<file path="src/rtl/bps_pkg.sv">
// bps_pkg: shared types, sizes and codes of the button pattern sequencer.
// Used by bps_front, bps_back and button_pattern_sequencer; depends on nothing.

package bps_pkg;

    localparam int MAX_SEQUENCES = 4;
    localparam int MAX_SECTIONS  = 16;
    localparam int NUM_OUTPUTS   = 8;

    localparam int STORE_DEPTH = MAX_SEQUENCES * MAX_SECTIONS;
    localparam int ADDR_W      = (STORE_DEPTH > 1) ? $clog2(STORE_DEPTH) : 1;
    localparam int SEQ_W       = (MAX_SEQUENCES > 1) ? $clog2(MAX_SEQUENCES) : 1;
    localparam int SEC_W       = $clog2(MAX_SECTIONS);
    localparam int ENTRY_W     = 17;
    // delay plus every section of one sequence
    localparam int ELAPSED_W   = 16 + $clog2(MAX_SECTIONS + 1);

    localparam int CMD_DEPTH   = 2;
    localparam int CMD_PTR_W   = (CMD_DEPTH > 1) ? $clog2(CMD_DEPTH) : 1;
    localparam int CMD_CNT_W   = $clog2(CMD_DEPTH + 1);

    localparam logic       OP_TICK  = 1'b0;
    localparam logic       OP_WRITE = 1'b1;

    localparam logic [1:0] PH_WAIT_PRESS   = 2'd0;
    localparam logic [1:0] PH_WAIT_RELEASE = 2'd1;
    localparam logic [1:0] PH_PLAY         = 2'd2;

    localparam logic [2:0] CFG_PROGRAM_MODE      = 3'd0;
    localparam logic [2:0] CFG_DEFAULT_OUTPUT    = 3'd1;
    localparam logic [2:0] CFG_SEQUENCE_COUNT    = 3'd2;
    localparam logic [2:0] CFG_TOTAL_PLAY_TIME   = 3'd3;
    localparam logic [2:0] CFG_SEQUENCE_CHANNELS = 3'd4;
    localparam logic [2:0] CFG_SEQUENCE_DELAYS   = 3'd5;

    typedef enum logic [1:0] {
        CMD_TICK   = 2'd0,
        CMD_WRITE  = 2'd1,
        CMD_IGNORE = 2'd2
    } t_cmd_kind;

    typedef struct packed {
        logic        opcode;
        logic        button;
        logic [31:0] time_ms;
        logic [1:0]  seq_index;
        logic [3:0]  section_index;
        logic        section_on;
        logic [15:0] section_duration;
    } t_in_item;

    typedef struct packed {
        logic [7:0] pressed_mask;
        logic [1:0] ctrl_state;
    } t_out_item;

    typedef struct packed {
        t_cmd_kind          kind;
        logic               button;
        logic [31:0]        time_ms;
        logic [ADDR_W-1:0]  addr;
        logic [ENTRY_W-1:0] entry;
    } t_cmd;

    typedef struct packed {
        logic        program_mode;
        logic [2:0]  default_output;
        logic [2:0]  sequence_count;
        logic [30:0] total_play_time;
        logic [15:0] sequence_channels;
        logic [63:0] sequence_delays;
    } t_cfg;

endpackage

</file>
<file path="src/rtl/bps_front.sv">
// bps_front: accepts input items, decodes them into commands and queues them.
// Depends on bps_pkg for the item and command types.

module bps_front import bps_pkg::*; (
    input  logic     i_clk,
    input  logic     i_rst_n,
    input  logic     push,
    output logic     full,
    input  t_in_item i_item,
    output logic     o_cmd_valid,
    output t_cmd     o_cmd,
    input  logic     i_cmd_take
);

    t_cmd                 r_queue [CMD_DEPTH];
    logic [CMD_PTR_W-1:0] r_wp, n_wp;
    logic [CMD_PTR_W-1:0] r_rp, n_rp;
    logic [CMD_CNT_W-1:0] r_count, n_count;
    t_cmd                 cmd_in;
    logic                 do_push;
    logic                 do_pop;

    // classify: writes with an index outside the store turn into no-ops
    always_comb begin
        cmd_in.button  = i_item.button;
        cmd_in.time_ms = i_item.time_ms;
        cmd_in.entry   = {i_item.section_on, i_item.section_duration};
        cmd_in.addr    = ADDR_W'(int'(i_item.seq_index) * MAX_SECTIONS
                                 + int'(i_item.section_index));
        unique case (i_item.opcode)
            OP_TICK:  cmd_in.kind = CMD_TICK;
            OP_WRITE: begin
                if (int'(i_item.seq_index) < MAX_SEQUENCES &&
                    int'(i_item.section_index) < MAX_SECTIONS) begin
                    cmd_in.kind = CMD_WRITE;
                end else begin
                    cmd_in.kind = CMD_IGNORE;
                end
            end
            default:  cmd_in.kind = CMD_TICK;
        endcase
    end

    assign full        = (r_count == CMD_CNT_W'(CMD_DEPTH));
    assign o_cmd_valid = (r_count != '0);
    assign o_cmd       = r_queue[r_rp];
    assign do_push     = push && !full;
    assign do_pop      = i_cmd_take && o_cmd_valid;

    always_comb begin
        n_wp    = r_wp;
        n_rp    = r_rp;
        n_count = r_count;
        if (do_push) begin
            n_wp = (r_wp == CMD_PTR_W'(CMD_DEPTH - 1)) ? '0 : r_wp + 1'b1;
        end
        if (do_pop) begin
            n_rp = (r_rp == CMD_PTR_W'(CMD_DEPTH - 1)) ? '0 : r_rp + 1'b1;
        end
        if (do_push && !do_pop) begin
            n_count = r_count + 1'b1;
        end else if (do_pop && !do_push) begin
            n_count = r_count - 1'b1;
        end
    end

    always_ff @(posedge i_clk) begin
        if (!i_rst_n) begin
            r_wp    <= '0;
            r_rp    <= '0;
            r_count <= '0;
        end else begin
            r_wp    <= n_wp;
            r_rp    <= n_rp;
            r_count <= n_count;
        end
    end

    always_ff @(posedge i_clk) begin
        if (do_push) begin
            r_queue[r_wp] <= cmd_in;
        end
    end

endmodule

</file>
<file path="src/rtl/bps_back.sv">
// bps_back: carries out queued commands: section store, phase control, section walk
// and the result register. Depends on bps_pkg.

module bps_back import bps_pkg::*; (
    input  logic      i_clk,
    input  logic      i_rst_n,
    input  t_cfg      i_cfg,
    input  logic      i_phase_clr,
    input  logic      i_cmd_valid,
    input  t_cmd      i_cmd,
    output logic      o_cmd_take,
    output logic      empty,
    input  logic      pop,
    output t_out_item o_result
);

    typedef enum logic [2:0] {
        E_IDLE = 3'b001,
        E_WALK = 3'b010,
        E_DONE = 3'b100
    } t_eng_state;

    t_eng_state           r_state, n_state;
    logic [1:0]           r_phase, n_phase;
    logic [31:0]          r_start, n_start;
    logic [31:0]          r_play, n_play;
    logic [7:0]           r_out_vld, n_out_vld;
    logic [7:0]           r_out_prs, n_out_prs;
    logic [SEQ_W-1:0]     r_s, n_s;
    logic [SEC_W-1:0]     r_k, n_k;
    logic [ELAPSED_W-1:0] r_elapsed, n_elapsed;
    logic                 r_level, n_level;
    logic                 r_res_vld, n_res_vld;
    t_out_item            r_res;

    logic [ENTRY_W-1:0]   r_mem [STORE_DEPTH];
    logic [STORE_DEPTH-1:0] r_entry_vld;
    logic [ENTRY_W-1:0]   r_rd_data;
    logic                 r_rd_vld;
    logic [ADDR_W-1:0]    rd_addr;
    logic                 mem_we;

    logic [2:0]           seq_n;
    logic [31:0]          play_now;
    logic [15:0]          cur_dur;
    logic                 cur_on;
    logic                 stop;
    logic                 seq_end;
    logic [2:0]           cur_ch;

    function automatic logic [15:0] lane_delay(input logic [63:0] d, input logic [SEQ_W-1:0] s);
        logic [15:0] v;
        v = '0;
        for (int i = 0; i < 4; i++) begin
            if (int'(s) == i) v = d[16*i +: 16];
        end
        return v;
    endfunction

    function automatic logic [2:0] lane_channel(input t_cfg c, input logic [SEQ_W-1:0] s);
        logic [3:0] sel;
        sel = '0;
        for (int i = 0; i < 4; i++) begin
            if (int'(s) == i) sel = c.sequence_channels[4*i +: 4];
        end
        return sel[3] ? c.default_output : sel[2:0];
    endfunction

    function automatic logic [ADDR_W-1:0] store_addr(input logic [SEQ_W-1:0] s,
                                                     input logic [SEC_W-1:0] k);
        return ADDR_W'(int'(s) * MAX_SECTIONS + int'(k));
    endfunction

    // active sequences, limited to the store and to the four lanes
    always_comb begin
        seq_n = i_cfg.sequence_count;
        if (int'(seq_n) > MAX_SEQUENCES) seq_n = 3'(MAX_SEQUENCES);
        if (seq_n > 3'd4) seq_n = 3'd4;
    end

    assign play_now = i_cmd.time_ms - r_start;
    // a never-written entry reads as zero
    assign cur_dur  = r_rd_vld ? r_rd_data[15:0] : 16'd0;
    assign cur_on   = r_rd_vld ? r_rd_data[16] : 1'b0;
    assign stop     = ({{(32-ELAPSED_W){1'b0}}, r_elapsed} > r_play) || (cur_dur == 16'd0);
    assign seq_end  = stop || (r_k == SEC_W'(MAX_SECTIONS - 1));
    assign cur_ch   = lane_channel(i_cfg, r_s);

    always_comb begin
        n_state   = r_state;
        n_phase   = r_phase;
        n_start   = r_start;
        n_play    = r_play;
        n_out_vld = r_out_vld;
        n_out_prs = r_out_prs;
        n_s       = r_s;
        n_k       = r_k;
        n_elapsed = r_elapsed;
        n_level   = r_level;
        n_res_vld = r_res_vld;
        o_cmd_take = 1'b0;
        mem_we    = 1'b0;

        if (pop && r_res_vld) n_res_vld = 1'b0;

        unique case (r_state)
            E_IDLE: begin
                if (i_cmd_valid && !r_res_vld) begin
                    o_cmd_take = 1'b1;
                    n_state    = E_DONE;
                    case (i_cmd.kind)
                        CMD_WRITE: mem_we = 1'b1;
                        CMD_TICK: begin
                            if (!i_cfg.program_mode) begin
                                if (int'(i_cfg.default_output) < NUM_OUTPUTS) begin
                                    n_out_vld[i_cfg.default_output] = 1'b1;
                                    n_out_prs[i_cfg.default_output] = i_cmd.button;
                                end
                            end else begin
                                case (r_phase)
                                    PH_WAIT_PRESS: begin
                                        if (i_cmd.button) begin
                                            n_phase = PH_PLAY;
                                            n_start = i_cmd.time_ms;
                                        end
                                    end
                                    PH_WAIT_RELEASE: begin
                                        if (!i_cmd.button) n_phase = PH_WAIT_PRESS;
                                    end
                                    PH_PLAY: begin
                                        if (play_now > {1'b0, i_cfg.total_play_time}) begin
                                            n_phase = PH_WAIT_RELEASE;
                                        end else begin
                                            n_out_vld = '0;
                                            n_out_prs = '0;
                                            n_play    = play_now;
                                            n_s       = '0;
                                            n_k       = '0;
                                            n_level   = 1'b0;
                                            n_elapsed = ELAPSED_W'(lane_delay(
                                                            i_cfg.sequence_delays, '0));
                                            if (seq_n != 3'd0) n_state = E_WALK;
                                        end
                                    end
                                    default: ;
                                endcase
                            end
                        end
                        default: ;
                    endcase
                end
            end
            E_WALK: begin
                if (!stop) begin
                    n_level   = cur_on;
                    n_elapsed = r_elapsed + ELAPSED_W'(cur_dur);
                end
                if (seq_end) begin
                    if (int'(cur_ch) < NUM_OUTPUTS) begin
                        n_out_vld[cur_ch] = 1'b1;
                        n_out_prs[cur_ch] = stop ? r_level : cur_on;
                    end
                    if (int'(r_s) == int'(seq_n) - 1) begin
                        n_state = E_DONE;
                    end else begin
                        // next sequence: fresh delay, level low
                        n_s       = r_s + 1'b1;
                        n_k       = '0;
                        n_level   = 1'b0;
                        n_elapsed = ELAPSED_W'(lane_delay(i_cfg.sequence_delays,
                                                          r_s + 1'b1));
                    end
                end else begin
                    n_k = r_k + 1'b1;
                end
            end
            E_DONE: begin
                n_res_vld = 1'b1;
                n_state   = E_IDLE;
            end
            default: n_state = E_IDLE;
        endcase

        if (i_phase_clr) n_phase = PH_WAIT_PRESS;
    end

    // the read runs one section ahead of the walk
    assign rd_addr = store_addr(n_s, n_k);

    always_ff @(posedge i_clk) begin
        if (!i_rst_n) begin
            r_state     <= E_IDLE;
            r_phase     <= PH_WAIT_RELEASE;
            r_start     <= '0;
            r_out_vld   <= '0;
            r_out_prs   <= '0;
            r_res_vld   <= 1'b0;
            r_entry_vld <= '0;
        end else begin
            r_state   <= n_state;
            r_phase   <= n_phase;
            r_start   <= n_start;
            r_out_vld <= n_out_vld;
            r_out_prs <= n_out_prs;
            r_res_vld <= n_res_vld;
            if (mem_we) r_entry_vld[i_cmd.addr] <= 1'b1;
        end
    end

    always_ff @(posedge i_clk) begin
        r_play    <= n_play;
        r_s       <= n_s;
        r_k       <= n_k;
        r_elapsed <= n_elapsed;
        r_level   <= n_level;
        r_rd_vld  <= r_entry_vld[rd_addr];
        if (r_state == E_DONE) begin
            r_res.pressed_mask <= r_out_vld & r_out_prs;
            r_res.ctrl_state   <= r_phase;
        end
    end

    always_ff @(posedge i_clk) begin
        if (mem_we) r_mem[i_cmd.addr] <= i_cmd.entry;
        r_rd_data <= r_mem[rd_addr];
    end

    assign empty    = !r_res_vld;
    assign o_result = r_res;

endmodule

</file>
<file path="src/rtl/button_pattern_sequencer.sv">
// button_pattern_sequencer: top level with the configuration registers.
// Instantiates bps_front and bps_back; depends on bps_pkg.
//
// channel   direction  handshake                 payload
// input     in         push / full               i_item   (t_in_item)
// result    out        empty / pop               o_result (t_out_item)
// config    in         i_cfg_valid / o_cfg_ready i_cfg_index, i_cfg_data
//
// Outside playback, a write or a tick goes via the queue and the back's done state to a result.
// A playback tick also walks the store through the single read port, one entry at a time:
// one up to MAX_SECTIONS per active sequence, 64 at most.
// On reset the store's valid bits clear at once, with no clearing pass.
// Two commands queue between the front and the back, so push goes on while a result
// waits for pop, until the queue fills; a held result stalls only the back.

module button_pattern_sequencer import bps_pkg::*; (
    input  logic        i_clk,
    input  logic        i_rst_n,
    input  logic        push,
    output logic        full,
    input  t_in_item    i_item,
    output logic        empty,
    input  logic        pop,
    output t_out_item   o_result,
    input  logic        i_cfg_valid,
    output logic        o_cfg_ready,
    input  logic [2:0]  i_cfg_index,
    input  logic [63:0] i_cfg_data
);

    t_cfg r_cfg;
    logic cfg_wr;
    logic phase_clr;
    logic cmd_valid;
    logic cmd_take;
    t_cmd cmd;

    assign o_cfg_ready = 1'b1;
    assign cfg_wr      = i_cfg_valid && o_cfg_ready;
    assign phase_clr   = cfg_wr && (i_cfg_index == CFG_PROGRAM_MODE);

    always_ff @(posedge i_clk) begin
        if (!i_rst_n) begin
            r_cfg.program_mode      <= 1'b0;
            r_cfg.default_output    <= '0;
            r_cfg.sequence_count    <= '0;
            r_cfg.total_play_time   <= '0;
            r_cfg.sequence_channels <= 16'hFFFF;
            r_cfg.sequence_delays   <= '0;
        end else if (cfg_wr) begin
            unique case (i_cfg_index)
                CFG_PROGRAM_MODE:      r_cfg.program_mode      <= i_cfg_data[0];
                CFG_DEFAULT_OUTPUT:    r_cfg.default_output    <= i_cfg_data[2:0];
                CFG_SEQUENCE_COUNT:    r_cfg.sequence_count    <= i_cfg_data[2:0];
                CFG_TOTAL_PLAY_TIME:   r_cfg.total_play_time   <= i_cfg_data[30:0];
                CFG_SEQUENCE_CHANNELS: r_cfg.sequence_channels <= i_cfg_data[15:0];
                CFG_SEQUENCE_DELAYS:   r_cfg.sequence_delays   <= i_cfg_data;
                default: ;
            endcase
        end
    end

    bps_front u_front (
        .i_clk       (i_clk),
        .i_rst_n     (i_rst_n),
        .push        (push),
        .full        (full),
        .i_item      (i_item),
        .o_cmd_valid (cmd_valid),
        .o_cmd       (cmd),
        .i_cmd_take  (cmd_take)
    );

    bps_back u_back (
        .i_clk       (i_clk),
        .i_rst_n     (i_rst_n),
        .i_cfg       (r_cfg),
        .i_phase_clr (phase_clr),
        .i_cmd_valid (cmd_valid),
        .i_cmd       (cmd),
        .o_cmd_take  (cmd_take),
        .empty       (empty),
        .pop         (pop),
        .o_result    (o_result)
    );

endmodule
</file>
<file path="config.mk">
export PLATFORM = sky130hd
export DESIGN_NAME = button_pattern_sequencer
export DESIGN_NICKNAME = d
export VERILOG_FILES = /design/src/rtl/bps_pkg.sv /design/src/rtl/bps_front.sv /design/src/rtl/bps_back.sv /design/src/rtl/button_pattern_sequencer.sv
export SDC_FILE = /design/constraint.sdc
export NUM_CORES = 2
export LEC_CHECK = 0
export ABC_AREA = 1
export BUFFER_PORTS_ARGS = -buffer_cell sky130_fd_sc_hd__buf_2
export CAP_MARGIN = 25
export CORE_UTILIZATION = 40
export DETAILED_ROUTE_END_ITERATION = 8
export GPL_ROUTABILITY_DRIVEN = 0
export HOLD_SLACK_MARGIN = 0.02
export PLACE_DENSITY = 0.59
export SYNTH_ARGS = -nofsm -noshare
export SYNTH_HDL_FRONTEND = slang
export SYNTH_HIERARCHICAL = 1
export SYNTH_SLANG_ARGS = --single-unit
</file>
<file path="constraint.sdc">
create_clock -name i_clk -period 16.4 [get_ports i_clk]
set_input_delay 0.82 -clock i_clk [delete_from_list [all_inputs] [get_ports i_clk]]
set_output_delay 0.82 -clock i_clk [all_outputs]
set_load 0.01 [all_outputs]
</file>
==> flow_metrics.env <==
export IMPL_outcome="finished, final reports clean"
export IMPL_post_drt_wl_per_cell_um=21.4
export IMPL_path_class="flop to flop"
export IMPL_sequential_cell_area_mm2=0.0433
export IMPL_nFillCells=16300
export IMPL_grt_antenna_before_repair=3
export IMPL_final_period_minus_worst_setup_slack_ps=9380
export IMPL_synth_area_mm2=0.0702
export IMPL_synth_distinct_cells=59
export IMPL_cp_slowest_cell="buf_4"
export IMPL_leakagePower_nw=31.4
export IMPL_max_slew_violations=0
export IMPL_synth_simple_area_share=0.230
export IMPL_clockRootBuffer="clkbuf_16"
export IMPL_cts_clock_pin_slew_for_the_worst_setup_and_hold_paths_ps=60
export IMPL_pin_count=142
export IMPL_drt_iter0_drc=5289
export IMPL_synth_fa_ha_area_frac=0.0207
export IMPL_tightest_slew_ps=1250
export IMPL_floorplan_die_area_mm2=0.177
export IMPL_ys_flop_type="edfxtp_1"
export IMPL_synth_most_common_cell="nand3_1"
export IMPL_post_synth_xor_area_fraction=0.00586
export IMPL_design_core_area_mm2=0.174
export IMPL_postSynthCellCount=7046
export IMPL_floorplan_die_height_um=421
export IMPL_critical_path_top_cell_by_count="nand2_1"
export IMPL_tritoncts="yes"
export IMPL_fin_setup_tns_ps=0
export IMPL_clock_sinks=1531
export IMPL_post_route_cells_drive_above_1_share=0.0875
export IMPL_cts_path_max_buffers=3
export IMPL_synth_area_per_cell_um2=9.97
export IMPL_synth_largest_type_area_fraction=0.541
export IMPL_crit_path_max_fanout=88
export IMPL_core_rowCount=153
export IMPL_synthesis_yosys_warnings=6
export IMPL_area_delta_synth_final_pct=11.5
export IMPL_stdcell_count=9544
export IMPL_clk_latency_ps=810
export IMPL_pre_cts_ws_ps=7050
export IMPL_synth_edf_count=1266
export IMPL_slowest_delay_ps=840
export IMPL_max_cap_violations=0
export IMPL_drt_pass1_iterations=6
export IMPL_drt_antenna_violating_nets=0
export IMPL_worst_ep_arrival_time_ps=10110
export IMPL_synth_mux_area_frac=0.0107
export IMPL_inserted_clock_buffers=160
export IMPL_final_hold_violation_count=0
export IMPL_nets=7325
export IMPL_report_final_setup_viol=0
export IMPL_worstSetupStartpointType="flop"
export IMPL_cts_setup_buffers=0
export IMPL_io_buffer_count=140
export IMPL_first_pass_grt_wire_length_mm=305
export IMPL_post_route_period_util=0.572
export IMPL_timing_slew_headroom=0.168
export IMPL_number_of_buffers_inserted_by_hold_repair_at_cts=0
export IMPL_grt_max_degree=193
export IMPL_critPathCaptureType="flop"
export IMPL_dpl_hpwl_mm=118
export IMPL_synth_seq_cells=1531
export IMPL_final_hold_worst_slack_ps=211
export IMPL_fin_worst_skew_ps=60.4
export IMPL_synth_top_family_by_area="simple AND/OR/NAND/NOR gates"
export IMPL_route_detailed_drc=0
export IMPL_drt_wl_total_mm=205
export IMPL_dpl_cell_count=9242
export IMPL_overall_global_routing_usage=0.225
export IMPL_worstHoldStart="i_item[14]"
export IMPL_antenna_cells=0
export IMPL_synthesis_nets=7290
export IMPL_critical_path_required_ps=17120
export IMPL_synth_compound_area_share=0.0302
export IMPL_peakVddDrop_mv=0.186
export IMPL_multiInputGateArea_mm2=0.0211
export IMPL_die_w_um=421
export IMPL_highest_attainable_clock_frequency_mhz=107
export IMPL_routed_via_count=50600
export IMPL_grt_setup_unrepaired="false"
export IMPL_cts_resized_gates=0
export IMPL_min_delay_path_class="input port to flop"
export IMPL_post_synth_most_frequent_cells="nand3_1 (1344), edfxtp_1 (1266), nand2_1 (1168), inv_1 (1043), nor2_1 (509)"
export IMPL_grt_pass1_vias=48100
export IMPL_grt_ovfl_total=0
export IMPL_drt_vias_per_instance=5.30
export IMPL_netlist_top_cell_by_area="edfxtp_1"
export IMPL_ys_seq_area_frac=0.617
export IMPL_pwr_density_cell_mw_per_mm2=178
export IMPL_clock_tree_htree_level_count=4
export IMPL_netlist_top_cells_area="edfxtp_1 (54%), nand3_1 (9.6%), dfxtp_1 (7.6%), nand2_1 (6.2%), inv_1 (5.6%)"
export IMPL_postSynth_asyncResetShare=0
export IMPL_timing_final_ws_setup_ps=7020
export IMPL_initial_utilization=0.403
layout make-up:
type	count	area share
Clock buffer	218	0.0562
Tap cell	2325	0.0371
Sequential cell	1531	0.553
Multi-Input combinational cell	4055	0.269
Inverter	1067	0.0512
Timing Repair Buffer	266	0.0226
Clock inverter	82	0.0106
registers in the layout, summed over array words and instances, names as in the netlist, named ones only:
| register | cells |
|---|---|
| r_cfg | 118 |
| u_back/r_res_vld | 1 |
| u_back/r_out_prs | 8 |
| u_back/r_rd_vld | 1 |
| u_back/r_entry_vld | 64 |
| u_back/r_phase | 2 |
| u_front/r_queue | 114 |
| u_back/r_elapsed | 21 |
| u_back/r_mem | 1088 |
| u_back/r_out_vld | 8 |
| u_back/r_k | 4 |
| u_back/o_result | 10 |
| u_back/r_state | 3 |
| u_back/r_start | 32 |
| u_back/r_level | 1 |
| u_back/r_play | 32 |
| u_front/r_count | 2 |
| u_back/r_rd_data | 17 |
| u_front/r_wp | 1 |
| u_front/r_rp | 1 |
| u_back/r_s | 2 |
metal layers:
layer,track usage,wire length (um),vias up
met5,0,0,-
met4,0.0820,7510,0
met3,0.0352,14700,367
met2,0.371,97400,1910
met1,0.298,85000,24600
li1,-,-,23700
stage by stage:
| stage | area [um2] | utilization | total power, mW |
|---|---|---|---|
| after floorplan | 70200 | - | 8.53 |
| after global placement | 73000 | 0.419 | 10.3 |
| after detailed placement | 73100 | 0.419 | 10.3 |
| after CTS | 78300 | 0.449 | 14.0 |
| after global routing | 78300 | 0.450 | 14.6 |
| final | 78300 | 0.450 | 13.9 |
cells by family (layout without fill, tap and decap cells):
| kind of cell | Yosys count | in the layout |
|---|---|---|
| AND/OR/NAND/NOR | 3449 | 3449 |
| flip-flops | 1531 | 1531 |
| buffers and inverters | 1460 | 1633 |
| AO/OA/AOI/OAI | 385 | 385 |
| adder cells (fa/ha/maj) | 115 | 115 |
| multiplexers | 57 | 57 |
| XOR/XNOR | 47 | 47 |
| other | 2 | 2 |
where the power goes:
group          switching, mW  total, mW  internal, mW  leakage [nW]
registers             0.0847       4.74          4.66          13.6
clock network           1.57       3.64          2.07          2.57
logic                   4.08       5.56          1.48          15.3
critical path, delay by kind of cell, from the launching register on:
kind / cells / cell delay (ps)
mux: 1 / 360
flops: 1 / 470
compound gates: 9 / 2160
buf+inv: 3 / 2150
simple gates: 20 / 3120
fa+ha+maj: 2 / 630
xor+xnor: 1 / 220
cell usage in the layout (no fill, tap or decap), types with 18 or more instances in the layout:
cell type and instances:
clkbuf_8 18, mux2_4 30, inv_1 1042, clkbuf_1 40
clkinv_1 29, nor2_1 493, clkinv_2 32, o21ai_0 155
buf_4 118, clkbuf_16 160, buf_2 140, edfxtp_1 1266
ha_1 113, mux2_2 27, xor2_1 32, a21oi_1 145
nor3_1 26, nand2_1 1167, dfxtp_1 264, nand3_1 1342
nand3b_1 361
worst paths after layout:
path                                           end  cells past startpoint  slack (ps)
setup / recovery       u_back/r_rd_data[8]$_DFF_P_                     36        7020
hold / removal    u_front/r_queue[1][14]$_DFFE_PP_                      1         210
setup reg to reg       u_back/r_rd_data[8]$_DFF_P_                     36        7020
hold reg to reg   u_back/r_out_prs[6]$_SDFFE_PN0P_                      2         450
(Power assumes the default switching activity.)
